File: src/rtl/vfie_pkg.sv
`timescale 1ns / 1ps
// ============================================================================
// vfie_pkg
// Shared types and constants of the variable file instruction executor.
// ============================================================================
package vfie_pkg;

    localparam int VAR_COUNT_DEF     = 1024;
    localparam int PROGRAM_DEPTH_DEF = 4096;
    localparam int WORD_WIDTH_DEF    = 32;

    localparam int REQ_W    = 2;
    localparam int OP_W     = 5;
    localparam int IDX_W    = 10;
    localparam int TGT_W    = 12;
    localparam int VAL_W    = 32;
    localparam int KIND_W   = 3;

    localparam logic [REQ_W-1:0] REQ_EXEC  = 2'd0;
    localparam logic [REQ_W-1:0] REQ_WRITE = 2'd1;
    localparam logic [REQ_W-1:0] REQ_READ  = 2'd2;
    localparam logic [REQ_W-1:0] REQ_RSVD  = 2'd3;

    localparam logic [OP_W-1:0] OP_COPY  = 5'd0;
    localparam logic [OP_W-1:0] OP_CEQ   = 5'd1;
    localparam logic [OP_W-1:0] OP_CGT   = 5'd6;
    localparam logic [OP_W-1:0] OP_ADD   = 5'd7;
    localparam logic [OP_W-1:0] OP_SUB   = 5'd8;
    localparam logic [OP_W-1:0] OP_MUL   = 5'd9;
    localparam logic [OP_W-1:0] OP_DIV   = 5'd10;
    localparam logic [OP_W-1:0] OP_MOD   = 5'd11;
    localparam logic [OP_W-1:0] OP_AND   = 5'd12;
    localparam logic [OP_W-1:0] OP_SHR   = 5'd13;
    localparam logic [OP_W-1:0] OP_INC   = 5'd14;
    localparam logic [OP_W-1:0] OP_NEG   = 5'd15;
    localparam logic [OP_W-1:0] OP_GOTO  = 5'd16;
    localparam logic [OP_W-1:0] OP_JEQ   = 5'd17;
    localparam logic [OP_W-1:0] OP_JGT   = 5'd22;
    localparam logic [OP_W-1:0] OP_LOOP  = 5'd23;
    localparam logic [OP_W-1:0] OP_PRINT = 5'd24;
    localparam logic [OP_W-1:0] OP_TIME  = 5'd25;
    localparam logic [OP_W-1:0] OP_END   = 5'd26;
    localparam logic [OP_W-1:0] OP_RSVD  = 5'd31;

    localparam logic [KIND_W-1:0] K_NEXT  = 3'd0;
    localparam logic [KIND_W-1:0] K_JUMP  = 3'd1;
    localparam logic [KIND_W-1:0] K_PRINT = 3'd2;
    localparam logic [KIND_W-1:0] K_TIME  = 3'd3;
    localparam logic [KIND_W-1:0] K_END   = 3'd4;
    localparam logic [KIND_W-1:0] K_READ  = 3'd5;
    localparam logic [KIND_W-1:0] K_DIVZ  = 3'd6;

    // Compare selectors, shared by set-on-compare and conditional jumps.
    localparam logic [2:0] CMP_EQ = 3'd0;
    localparam logic [2:0] CMP_NE = 3'd1;
    localparam logic [2:0] CMP_LE = 3'd2;
    localparam logic [2:0] CMP_GE = 3'd3;
    localparam logic [2:0] CMP_LT = 3'd4;

    typedef struct packed {
        logic [REQ_W-1:0] req_type;
        logic [OP_W-1:0]  opcode;
        logic [IDX_W-1:0] dest_index;
        logic [IDX_W-1:0] src_a_index;
        logic [IDX_W-1:0] src_b_index;
        logic [TGT_W-1:0] jump_target;
        logic signed [VAL_W-1:0] write_value;
    } t_req;

    typedef struct packed {
        logic [KIND_W-1:0]       result_kind;
        logic signed [VAL_W-1:0] result_value;
        logic [TGT_W-1:0]        next_target;
    } t_rsp;

endpackage

File: src/rtl/vfie_div.sv
`timescale 1ns / 1ps
// ============================================================================
// vfie_div
// Iterative signed divider, one quotient bit per cycle, C truncation rules.
// ============================================================================
module vfie_div #(
    parameter int WORD_WIDTH = vfie_pkg::WORD_WIDTH_DEF
) (
    input  logic                  i_clk,
    input  logic                  i_rst_n,
    input  logic                  i_start,
    input  logic [WORD_WIDTH-1:0] i_dividend,
    input  logic [WORD_WIDTH-1:0] i_divisor,
    output logic                  o_done,
    output logic [WORD_WIDTH-1:0] o_quot,
    output logic [WORD_WIDTH-1:0] o_rem
);
    localparam int CNT_W = $clog2(WORD_WIDTH + 1);

    logic [WORD_WIDTH-1:0] r_num, r_den, r_quot, r_rem;
    logic                  r_neg_q, r_neg_r, r_busy, r_done;
    logic [CNT_W-1:0]      r_cnt;
    logic [WORD_WIDTH:0]   n_part;
    logic [WORD_WIDTH:0]   n_diff;

    always_comb begin
        n_part = {r_rem, r_num[WORD_WIDTH-1]};
        n_diff = n_part - {1'b0, r_den};
    end

    always_ff @(posedge i_clk) begin
        if (!i_rst_n) begin
            r_busy <= 1'b0;
            r_done <= 1'b0;
        end else begin
            r_done <= 1'b0;
            if (i_start) begin
                r_busy  <= 1'b1;
                r_cnt   <= CNT_W'(WORD_WIDTH);
                r_num   <= i_dividend[WORD_WIDTH-1] ? -i_dividend : i_dividend;
                r_den   <= i_divisor[WORD_WIDTH-1] ? -i_divisor : i_divisor;
                r_neg_q <= i_dividend[WORD_WIDTH-1] ^ i_divisor[WORD_WIDTH-1];
                r_neg_r <= i_dividend[WORD_WIDTH-1];
                r_rem   <= '0;
                r_quot  <= '0;
            end else if (r_busy) begin
                r_num <= r_num << 1;
                if (!n_diff[WORD_WIDTH]) begin
                    r_rem  <= n_diff[WORD_WIDTH-1:0];
                    r_quot <= {r_quot[WORD_WIDTH-2:0], 1'b1};
                end else begin
                    r_rem  <= n_part[WORD_WIDTH-1:0];
                    r_quot <= {r_quot[WORD_WIDTH-2:0], 1'b0};
                end
                r_cnt <= r_cnt - 1'b1;
                if (r_cnt == CNT_W'(1)) begin
                    r_busy <= 1'b0;
                    r_done <= 1'b1;
                end
            end
        end
    end

    assign o_done = r_done;
    assign o_quot = r_neg_q ? -r_quot : r_quot;
    assign o_rem  = r_neg_r ? -r_rem : r_rem;
endmodule
File: config.mk
export PLATFORM = sky130hd
export DESIGN_NAME = vfie_div
export DESIGN_NICKNAME = d
export VERILOG_FILES = /design/src/rtl/vfie_pkg.sv /design/src/rtl/vfie_div.sv
export SDC_FILE = /design/constraint.sdc
export NUM_CORES = 1
export LEC_CHECK = 0
export BUFFER_PORTS_ARGS = -buffer_cell sky130_fd_sc_hd__buf_2
export CELL_PAD_IN_SITES_DETAIL_PLACEMENT = 0
export CELL_PAD_IN_SITES_GLOBAL_PLACEMENT = 1
export CORE_ASPECT_RATIO = 1.2
export CORE_UTILIZATION = 51
export CTS_BUF_LIST = sky130_fd_sc_hd__clkbuf_8
export DETAILED_ROUTE_END_ITERATION = 7
export GPL_TIMING_DRIVEN = 0
export MAX_ROUTING_LAYER = met4
export PLACE_DENSITY_LB_ADDON = 0.1
export SLEW_MARGIN = 20
export SYNTH_ARGS = -nofsm -noshare
export SYNTH_HDL_FRONTEND = slang
export SYNTH_SLANG_ARGS = --single-unit
File: constraint.sdc
create_clock -name i_clk -period 5.95 [get_ports i_clk]
set_input_delay 1.19 -clock i_clk [delete_from_list [all_inputs] [get_ports i_clk]]
set_output_delay 1.19 -clock i_clk [all_outputs]
set_load 0.005 [all_outputs]
# Word level (Yosys, flattened, before mapping)
# Cells that the tools add are included.
# word_totals
regBits	138
inputBits	67
wordCells	39
# classes
n_addsub	6
eq_ne	1
n_mux	15
bitwise_logic	3
reduce_logical	4
# ops
cell	count
32-bit 2-to-1 mux	8
32-bit negator	4
33-bit by 32-bit subtractor with 33-bit output	1
31-bit 2-to-1 mux	1
6-bit by 1-bit equality test with 1-bit output, second input constant	1
6-bit 2-to-1 mux	1
6-bit by 1-bit subtractor with 6-bit output, second input constant	1
1-bit 2-to-1 mux	5
2-bit AND reduction	2
3-bit OR reduction	1
1-bit inverter	2
2-bit nonzero test	1
1-bit XOR	1

# Longest topological paths before layout
# Gate-level depths: netlist of run 1.
# logic_depth
word_depth	4
depth_mapped	13

# Least setup slack after synthesis of run 1
# OpenSTA, ideal clock, no wires.
# synth_timing
path_type	input to register
from	in i_start
to	reg r_cnt[0] (enable)
setup_ns	0.470
arrival_time_ns	3.848
t_required_ns	5.480
path_slack_ns	1.632
stages	2
n_path_buf	1
path_cell_list	clkbuf_1 -> o21a_1
# synth_via
elab_chain_cells	2
# synth_lines
item	line	rtl
from (decl)	vfie_div.sv:11	input logic i_start,
2-bit nonzero test (no source line)	n/a	
2-bit AND reduction (no source line)	n/a	
to (signal assigned)	vfie_div.sv:39	r_cnt <= CNT_W'(WORD_WIDTH);
to (signal assigned)	vfie_div.sv:55	r_cnt <= r_cnt - 1'b1;
to (decl)	vfie_div.sv:22	logic [CNT_W-1:0] r_cnt;
# Every way passes these cells.
# A chain may end at the register's enable or synchronous reset.

# Worst setup path after layout of run 1
# layout_timing
from	reg r_rem[0]
to	out o_rem[30]
# layout_via
elab_chain_cells	2
# layout_lines
item	line	rtl
from (decl)	vfie_div.sv:20	logic [WORD_WIDTH-1:0] r_num, r_den, r_quot, r_rem;
from (signal assigned)	vfie_div.sv:49	r_rem <= n_diff[WORD_WIDTH-1:0];
from (signal assigned)	vfie_div.sv:52	r_rem <= n_part[WORD_WIDTH-1:0];
32-bit negator	vfie_div.sv:66	assign o_rem = r_neg_r ? -r_rem : r_rem;
32-bit 2-to-1 mux	vfie_div.sv:66	
to (decl)	vfie_div.sv:16	output logic [WORD_WIDTH-1:0] o_rem
# Every way passes these cells.

==> flow_summary.ini, run 1 <==
[power]
powerDensity_mw_per_mm2 = 263
power_leakage_nw = 4.32
vdd_drop_max_mv = 0.151
total_power_mw = 2.95

[synth]
syn_avg_cell_area_um2 = 10.0
yosys_warnings = 0
synth_area_leader_cell = edfxtp_1
netlist-cell-type-count = 67
synth_flop_cell = edfxtp_1
synthTopCellsByArea = edfxtp_1 42%, xnor2_1 10%, ha_1 4.9%
yosysTopAreaCellShare_pct = 42.0
synth-edff-count = 136
ys_ff_latch = 138
syn-num-nets = 1079
synth_area_mm2 = 0.00973
synthArstFlopShare_pct = 0
synth_cells = 973
seq_area_frac_synth_pct = 42.4

[layout]
layout_commonest_cell = edfxtp_1
drive_gt1_share_pct = 17.9
nFillCells = 1667
register_area_mm2 = 0.00412
final_cell_mix = 136 x edfxtp_1, 133 x buf_2, 116 x xnor2_1, 84 x nor2_1, 64 x a21oi_1
stdcell_count = 1391
multi_input_comb_area_mm2 = 0.00522
nets = 1231
area_growth_pct = 15.1

[grt]
grt_pass1_vias = 7372
globalRouteOverflowTotal = 0
grt_first_pass_wirelength_um = 37300
grt_max_degree = 49
grtUsageTotal_pct = 25.0
antenna_found_initial = 1

[clock_network]
insertion_delay_ns = 0.46
post_cts_buffers = 0
cts_tree = yes
clk_pin_slew_ns = 0.09
cts_max_level = 4
numCtsBuffers = 17
root_buffer = clkbuf_8
clk_path_buf_depth = 2
cts_hold_buffers = 0
cts-resized-gates = 0
numClockSinks = 138

[timing]
fin_crit_sh_pct = 86.1
slew_headroom_pct = 27.4
finalHoldViolCount = 0
final-setup-viol-count = 0
min_period_ns = 5.12
worst_slew_pin_slew_ns = 1.08
fin_setup_tns_ns = 0
fmax_mhz = 195
grt_setup_unrepaired = no
slew_violations = 0
hold_ws_ns = 0.449
fin_worst_skew_ns = 0.0123

[worst_setup_path]
end_kind = primary output
startpoint_type = flip-flop
critPathKind = flip-flop to primary output
critical_path_required_ns = 4.76
cp.arrival_ns = 3.93
cp_max_fo = 4

[floorplan]
rows = 54
ios = 132
die_h_um = 153
initial_utilization_pct = 52.7
core-area_mm2 = 0.0184
dieArea_mm2 = 0.0196
chipWidth_um = 128

[drt]
drc = 0
drt-vias-per-instance = 5.49
first_pass_iters = 6
num_vias = 7630
wirelength_um = 22600
wl_per_cell_um = 16.2
drtIter0Drc = 457
ant_nets = 0

[job]
drv_cap = 0

[place]
placedCellCount = 1358
portBuffers = 130
dp_hpwl_um = 17200
gp_congestion = 0.886

[outcome]
status = finished clean

[hold_path]
holdCritPathClass = flip-flop to flip-flop
## cells by family (layout without fill, tap and decap cells)
| kind of cell | Yosys count | count (layout) | synth area share, % |
|---|---|---|---|
| and+or+nand+nor | 285 | 285 | 15.0 |
| buffers and inverters | 91 | 256 | 4.09 |
| xor gates and xnor gates | 153 | 153 | 13.8 |
| DFF | 138 | 138 | 42.4 |
| other | 0 | 1 | 0 |
| adders and majority gates | 39 | 39 | 5.09 |
| AOI/OAI and AO/OA | 231 | 231 | 15.9 |
| muxes | 36 | 36 | 3.78 |
## sequential cells by signal, indices dropped and copies added (netlist names)
register,count
r_num,32
r_cnt,6
r_rem,32
r_busy,1
r_neg_q,1
r_den,32
o_done,1
r_neg_r,1
r_quot,32
## worst max-delay path, cell delays in order, from the launching register on
cell	delay, ns
edfxtp_1	0.47
inv_1	0.17
ha_1	0.18
nand2b_1	0.06
nand2b_1	0.20
or3_1	0.47
or2_1	0.29
nand2b_1	0.18
or4_1	0.51
or4_1	0.53
o21ai_1	0.16
xnor2_1	0.12
buf_2	0.13
## layer usage
metal  share of wire, %  vias to the layer above  GRT usage, %  routed length, um
met5                  0                        -             -                  0
met3                4.4                       26          3.92                994
met1                 47                     3561          33.6              10700
li1                   -                     3846             -                  -
met4                1.5                        0          7.45                340
met2                 47                      197          39.1              10600
## cell usage after synthesis (29+ instances only)
master    number
edfxtp_1     136
o31ai_1       30
clkbuf_1      29
xor2_1        37
mux2i_1       30
ha_1          38
inv_1         50
nor2_1        84
nor2b_1       38
xnor2_1      116
nand2_1       58
o21ai_0       51
a21oi_1       64
## where the power goes
part | total [mW] | internal [mW] | switching (mW)
clock network | 0.810 | 0.407 | 0.403
logic | 0.884 | 0.402 | 0.482
registers | 1.25 | 1.18 | 0.0751
total | 2.95 | 1.99 | 0.960
## final timing paths
path	from	to	slack, ns	cells past startpoint
worst max register to register	r_rem[19]$_SDFFCE_PP0P_	r_rem[9]$_SDFFCE_PP0P_	1.93	12
worst min-delay path	r_busy$_SDFF_PN0_	o_done$_SDFF_PP0_	0.45	2
worst max-delay path	r_rem[0]$_SDFFCE_PP0P_	o_rem[30]	0.83	12
worst min register to register	r_busy$_SDFF_PN0_	o_done$_SDFF_PP0_	0.45	2
## layout make-up
type,count,area share (%)
clock buffers,19,2.34
clock inverters,13,1.42
well taps,252,2.82
diodes,1,0.0224
inverters,50,1.68
flip-flops and latches,138,36.8
plain buffers,41,1.88
multi-input cells,744,46.6
repair buffers,133,6.42
## per-stage QoR
| stage | cell area (um2) | utilization (%) | worst slack (ns) |
|---|---|---|---|
| floorplan | 9730 | - | 1.63 |
| global placement | 10700 | 58.0 | 0.373 |
| detailed placement | 10800 | 58.4 | 1.34 |
| CTS | 11200 | 60.7 | 0.820 |
| global route | 11200 | 60.7 | 0.573 |
| finish | 11200 | 60.7 | 0.826 |
(Power assumes the default switching activity.)
==> inputs of run 2 (changes only) <==
REMOVE_ABC_BUFFERS = 1   (was default)
==> run 2 against run 1 <==
Compared with the run above: critical path type unchanged; core utilization is 0.34 points lower; combinational power shrank 2.4%; cell count decreased by 2.1%; clock skew up 0.0086 ns; critical path depth unchanged; first-iteration DRC count shrank 10%; clock-buffer cell count shrank 2; die area unchanged; global-route usage fell by 1.8 points.
==> flow_summary.ini, run 2 (synthesis gave the netlist of run 1 again) <==
[timing]
worst_slew_pin_slew_ns = 0.943
slew_headroom_pct = 37.1
finalHoldViolCount = 0
slew_violations = 0
grt_setup_unrepaired = no
min_period_ns = 5.07
final-setup-viol-count = 0
fin_crit_sh_pct = 85.2
fin_setup_tns_ns = 0
fmax_mhz = 197
hold_ws_ns = 0.445
fin_worst_skew_ns = 0.0209

[outcome]
status = finished clean

[clock_network]
cts-resized-gates = 0
cts_max_level = 4
cts_tree = yes
insertion_delay_ns = 0.45
clk_path_buf_depth = 2
root_buffer = clkbuf_8
numCtsBuffers = 17
numClockSinks = 138
post_cts_buffers = 0
cts_hold_buffers = 0
clk_pin_slew_ns = 0.08

[layout]
drive_gt1_share_pct = 18.1
area_growth_pct = 14.4
layout_commonest_cell = edfxtp_1
final_cell_mix = 136 x edfxtp_1, 130 x buf_2, 115 x xnor2_1, 84 x nor2_1, 64 x a21oi_1
final_area_mm2 = 0.0111
nFillCells = 1673
nets = 1196

[drt]
drc = 0
met2_length_um = 10200
first_pass_iters = 5
met1Wirelength_um = 9500
top_layer = met4
ant_nets = 0
wl_met3_um = 848
num_vias = 7445
drtIter0Drc = 410
drt-vias-per-instance = 5.47
wl_per_cell_um = 15.3
wirelength_um = 20900

[floorplan]
ios = 132
dieArea_mm2 = 0.0196
die_h_um = 153
initial_utilization_pct = 52.7
core-area_mm2 = 0.0184
chipWidth_um = 128
rows = 54

[hold_path]
holdCritPathClass = flip-flop to flip-flop

[worst_setup_path]
critPathKind = flip-flop to primary output
cp_max_fo = 4
startpoint_type = flip-flop
cp.arrival_ns = 3.88
critical_path_required_ns = 4.76
end_kind = primary output

[power]
netSwitchingPower_mw = 0.916
power_leakage_nw = 4.28
p_comb_share_pct = 28.8
p_int_mw = 2.08
seqPwrFrac_pct = 41.7
power_frac_clock_pct = 29.5
vdd_drop_max_mv = 0.132
switching_share_pct = 30.5
powerDensity_mw_per_mm2 = 270

[grt]
grt_first_pass_wirelength_um = 34900
globalRouteOverflowTotal = 0
grt_pass1_vias = 7079
grtUsageTotal_pct = 23.2
antenna_found_initial = 8
grt_max_degree = 79

[place]
gp_congestion = 0.895
dp_hpwl_um = 15600
portBuffers = 131
place_area_mm2 = 0.0106

[job]
drv_cap = 0
-- run 2: path summary, 6_finish.rpt --
path / endpoint / cells past startpoint / slack (ns) / from
worst max-delay path: o_rem[30] / 12 / 0.88 / r_rem[0]$_SDFFCE_PP0P_
worst min-delay path: o_done$_SDFF_PP0_ / 2 / 0.44 / r_busy$_SDFF_PN0_
worst max register to register: r_rem[20]$_SDFFCE_PP0P_ / 12 / 2.08 / r_rem[16]$_SDFFCE_PP0P_
worst min register to register: o_done$_SDFF_PP0_ / 2 / 0.44 / r_busy$_SDFF_PN0_
-- run 2: power by group through the flow --
stage	Clock [mW]	Sequential [mW]	Combinational [mW]
floorplan	0	1.26	0.620
global placement	0	1.28	0.856
detailed placement	0	1.28	0.862
CTS	0.905	1.26	0.865
global route	0.945	1.26	0.969
finish	0.885	1.25	0.863
-- run 2: through the flow --
stage               power (mW)  setup WS, ns  cells  util [%]
floorplan                 1.88          1.02    932         -
global placement          2.14         -1.05   1315      56.9
detailed placement        2.14          1.32   1322      57.7
CTS                       3.03         0.802   1353      60.2
global route              3.18         0.570   1362      60.3
finish                    3.00         0.883   1362      60.3
-- run 2: layer usage --
metal  vias to the layer above  global-route usage (%)
met4                         0                    8.52
met3                        26                    4.90
li1                       3784                       -
met5                         -                       -
met1                      3497                    28.2
met2                       138                    37.8
-- run 2: cell type report --
class	count	area [um2]	share of cell area, %
multi-input cells	744	5220	46.9
repair buffers	139	806	7.24
diodes	8	20.0	0.180
well taps	252	315	2.83
clock inverters	14	221	1.99
flip-flops and latches	138	4120	37.1
inverters	50	188	1.69
clock buffers	17	234	2.10
-- run 2: critical path, cell delays in order, from the launching register on --
cell and delay [ns]:
edfxtp_1 0.44, inv_1 0.16, ha_1 0.18, nand2b_1 0.07
nand2b_1 0.18, or3_1 0.44, or2_1 0.30, nand2b_1 0.19
or4_1 0.51, or4_1 0.54, o21ai_1 0.17, xnor2_1 0.13
buf_2 0.13
==> inputs of run 3 (changes only) <==
BUFFER_PORTS_ARGS = -buffer_cell sky130_fd_sc_hd__buf_4   (was -buffer_cell sky130_fd_sc_hd__buf_2)
==> run 3 against run 2 <==
Compared with the run above: worst setup slack got worse by 0.015 ns; clock skew fell by 0.0085 ns; core utilization rose by 1.1 points; largest cell class unchanged; highest routed layer unchanged; first-iteration DRC count rose by 18%; critical path depth did not move; global-route usage fell by 0.086 points; combinational power rose by 5.3%; clock power fell by 14%; critical path type unchanged.
==> flow_summary.ini, run 3 (synthesis gave the netlist of run 1 again) <==
[outcome]
status = finished clean

[timing]
final-setup-viol-count = 0
slew_headroom_pct = 35.2
fin_crit_sh_pct = 85.4
worst_slew_pin_slew_ns = 0.971
fin_setup_tns_ns = 0
slew_violations = 0
min_period_ns = 5.08
grt_setup_unrepaired = no
finalHoldViolCount = 0
fin_worst_skew_ns = 0.0124
fmax_mhz = 197

[worst_setup_path]
reg2reg_depth = 14
rrSetupSlack_ns = 2.10
cp.arrival_ns = 3.89
end_kind = primary output
cp_max_fo = 4
critPathKind = flip-flop to primary output
reg2reg_to = r_rem[5]$_SDFFCE_PP0P_
startpoint_type = flip-flop
r2r-start = r_num[31]$_DFFE_PP_
critical_path_required_ns = 4.76

[floorplan]
core-area_mm2 = 0.0184
dieArea_mm2 = 0.0196
die_h_um = 153
ios = 132
chipWidth_um = 128
rows = 54
initial_utilization_pct = 52.7

[drt]
drc = 0
wl_met3_um = 857
wirelength_um = 20900
drt-vias-per-instance = 5.51
num_vias = 7463
first_pass_iters = 5
wl_per_cell_um = 15.4
drtIter0Drc = 482
met2_length_um = 10200
met1Wirelength_um = 9390
top_layer = met4
ant_nets = 0

[clock_network]
root_buffer = clkbuf_8
numClockSinks = 138
cts_max_level = 4
numCtsBuffers = 17
post_cts_buffers = 0
clk_pin_slew_ns = 0.08
insertion_delay_ns = 0.45
clk_path_buf_depth = 2
cts_tree = yes
cts_hold_buffers = 0
cts-resized-gates = 0

[grt]
antenna_found_initial = 0
grt_first_pass_wirelength_um = 34700
grt_pass1_vias = 7129
grt_max_degree = 129
grtUsageTotal_pct = 23.1
globalRouteOverflowTotal = 0

[layout]
nets = 1195
multi_input_comb_area_mm2 = 0.00522
register_area_mm2 = 0.00412
layout_commonest_cell = edfxtp_1
final_area_mm2 = 0.0113
antenna_cells = 0
final_cell_mix = 136 x edfxtp_1, 130 x buf_4, 115 x xnor2_1, 84 x nor2_1, 64 x a21oi_1
area_growth_pct = 16.5
nFillCells = 1648
drive_gt1_share_pct = 18.1

[power]
power_leakage_nw = 4.35
vdd_drop_max_mv = 0.131
netSwitchingPower_mw = 0.920
switching_share_pct = 31.5
p_int_mw = 2.00
powerDensity_mw_per_mm2 = 258
p_comb_share_pct = 31.1
power_frac_clock_pct = 25.9
seqPwrFrac_pct = 42.9

[hold_path]
hp-start = r_busy$_SDFF_PN0_
whs_path_depth = 2
hold_end = o_done$_SDFF_PP0_
holdCritPathClass = flip-flop to flip-flop

[place]
gp_congestion = 0.885
place_area_mm2 = 0.0109
dp_hpwl_um = 15500
portBuffers = 131

[job]
drv_cap = 0
-- run 3: changes by cell type in the layout (fill, tap and decap cells not counted), sizes merged --
| cell | delta |
|---|---|
| bufinv | -3 |
| diode | -8 |
| clkinvlp | +2 |
| clkinv | +1 |
| buf | -1 |
| inv | +1 |
-- run 3: final cells by class --
cell class / instances / area share (%)
clock buffers: 17 / 2.06
repair buffers: 138 / 9.67
inverters: 50 / 1.66
clock inverters: 15 / 1.35
multi-input cells: 744 / 46.1
well taps: 252 / 2.78
flip-flops and latches: 138 / 36.4
-- run 3: how the worst max path moves through the flow --
stage | start | end | cells past startpoint
final | r_rem[0]$_SDFFCE_PP0P_ | o_rem[30] | 12
after global routing | r_rem[0]$_SDFFCE_PP0P_ | o_rem[30] | 12
after CTS | r_rem[0]$_SDFFCE_PP0P_ | o_rem[30] | 12
after detailed placement | r_rem[0]$_SDFFCE_PP0P_ | o_rem[30] | 12
after global placement | r_rem[16]$_SDFFCE_PP0P_ | r_rem[5]$_SDFFCE_PP0P_ | 10
after floorplan | r_rem[16]$_SDFFCE_PP0P_ | r_rem[10]$_SDFFCE_PP0P_ | 10
-- run 3: critical path, stage by stage, from the launching register on --
cell and delay, ns:
edfxtp_1 0.44, inv_1 0.16, ha_1 0.18, nand2b_1 0.07, nand2b_1 0.18, or3_1 0.45
or2_1 0.30, nand2b_1 0.19, or4_1 0.50, or4_1 0.54, o21ai_1 0.17, xnor2_1 0.14
buf_4 0.13
-- run 3: per-layer routing --
| metal | vias up | track usage (%) |
|---|---|---|
| met1 | 3508 | 28.5 |
| met5 | - | - |
| met3 | 26 | 4.69 |
| met4 | 0 | 7.84 |
| li1 | 3779 | - |
| met2 | 150 | 37.7 |
-- run 3: power by group through the flow --
stage               clock network [mW]  registers, mW  logic [mW]
finish                           0.758           1.25       0.909
global placement                     0           1.28       0.904
CTS                              0.779           1.25       0.917
detailed placement                   0           1.28       0.914
floorplan                            0           1.26       0.620
global route                     0.818           1.27        1.02
-- run 3: stage by stage --
step | setup slack, ns | std cells | hold slack [ns] | utilization, % | power [mW]
2_1_floorplan | 1.02 | 932 | 0.415 | - | 1.88
3_3_place_gp | -0.652 | 1315 | 0.429 | 58.6 | 2.19
3_5_place_dp | 1.32 | 1322 | 0.444 | 59.3 | 2.19
4_1_cts | 0.809 | 1354 | 0.464 | 61.4 | 2.95
5_1_grt | 0.662 | 1354 | 0.510 | 61.4 | 3.10
6_report | 0.869 | 1354 | 0.464 | 61.4 | 2.92
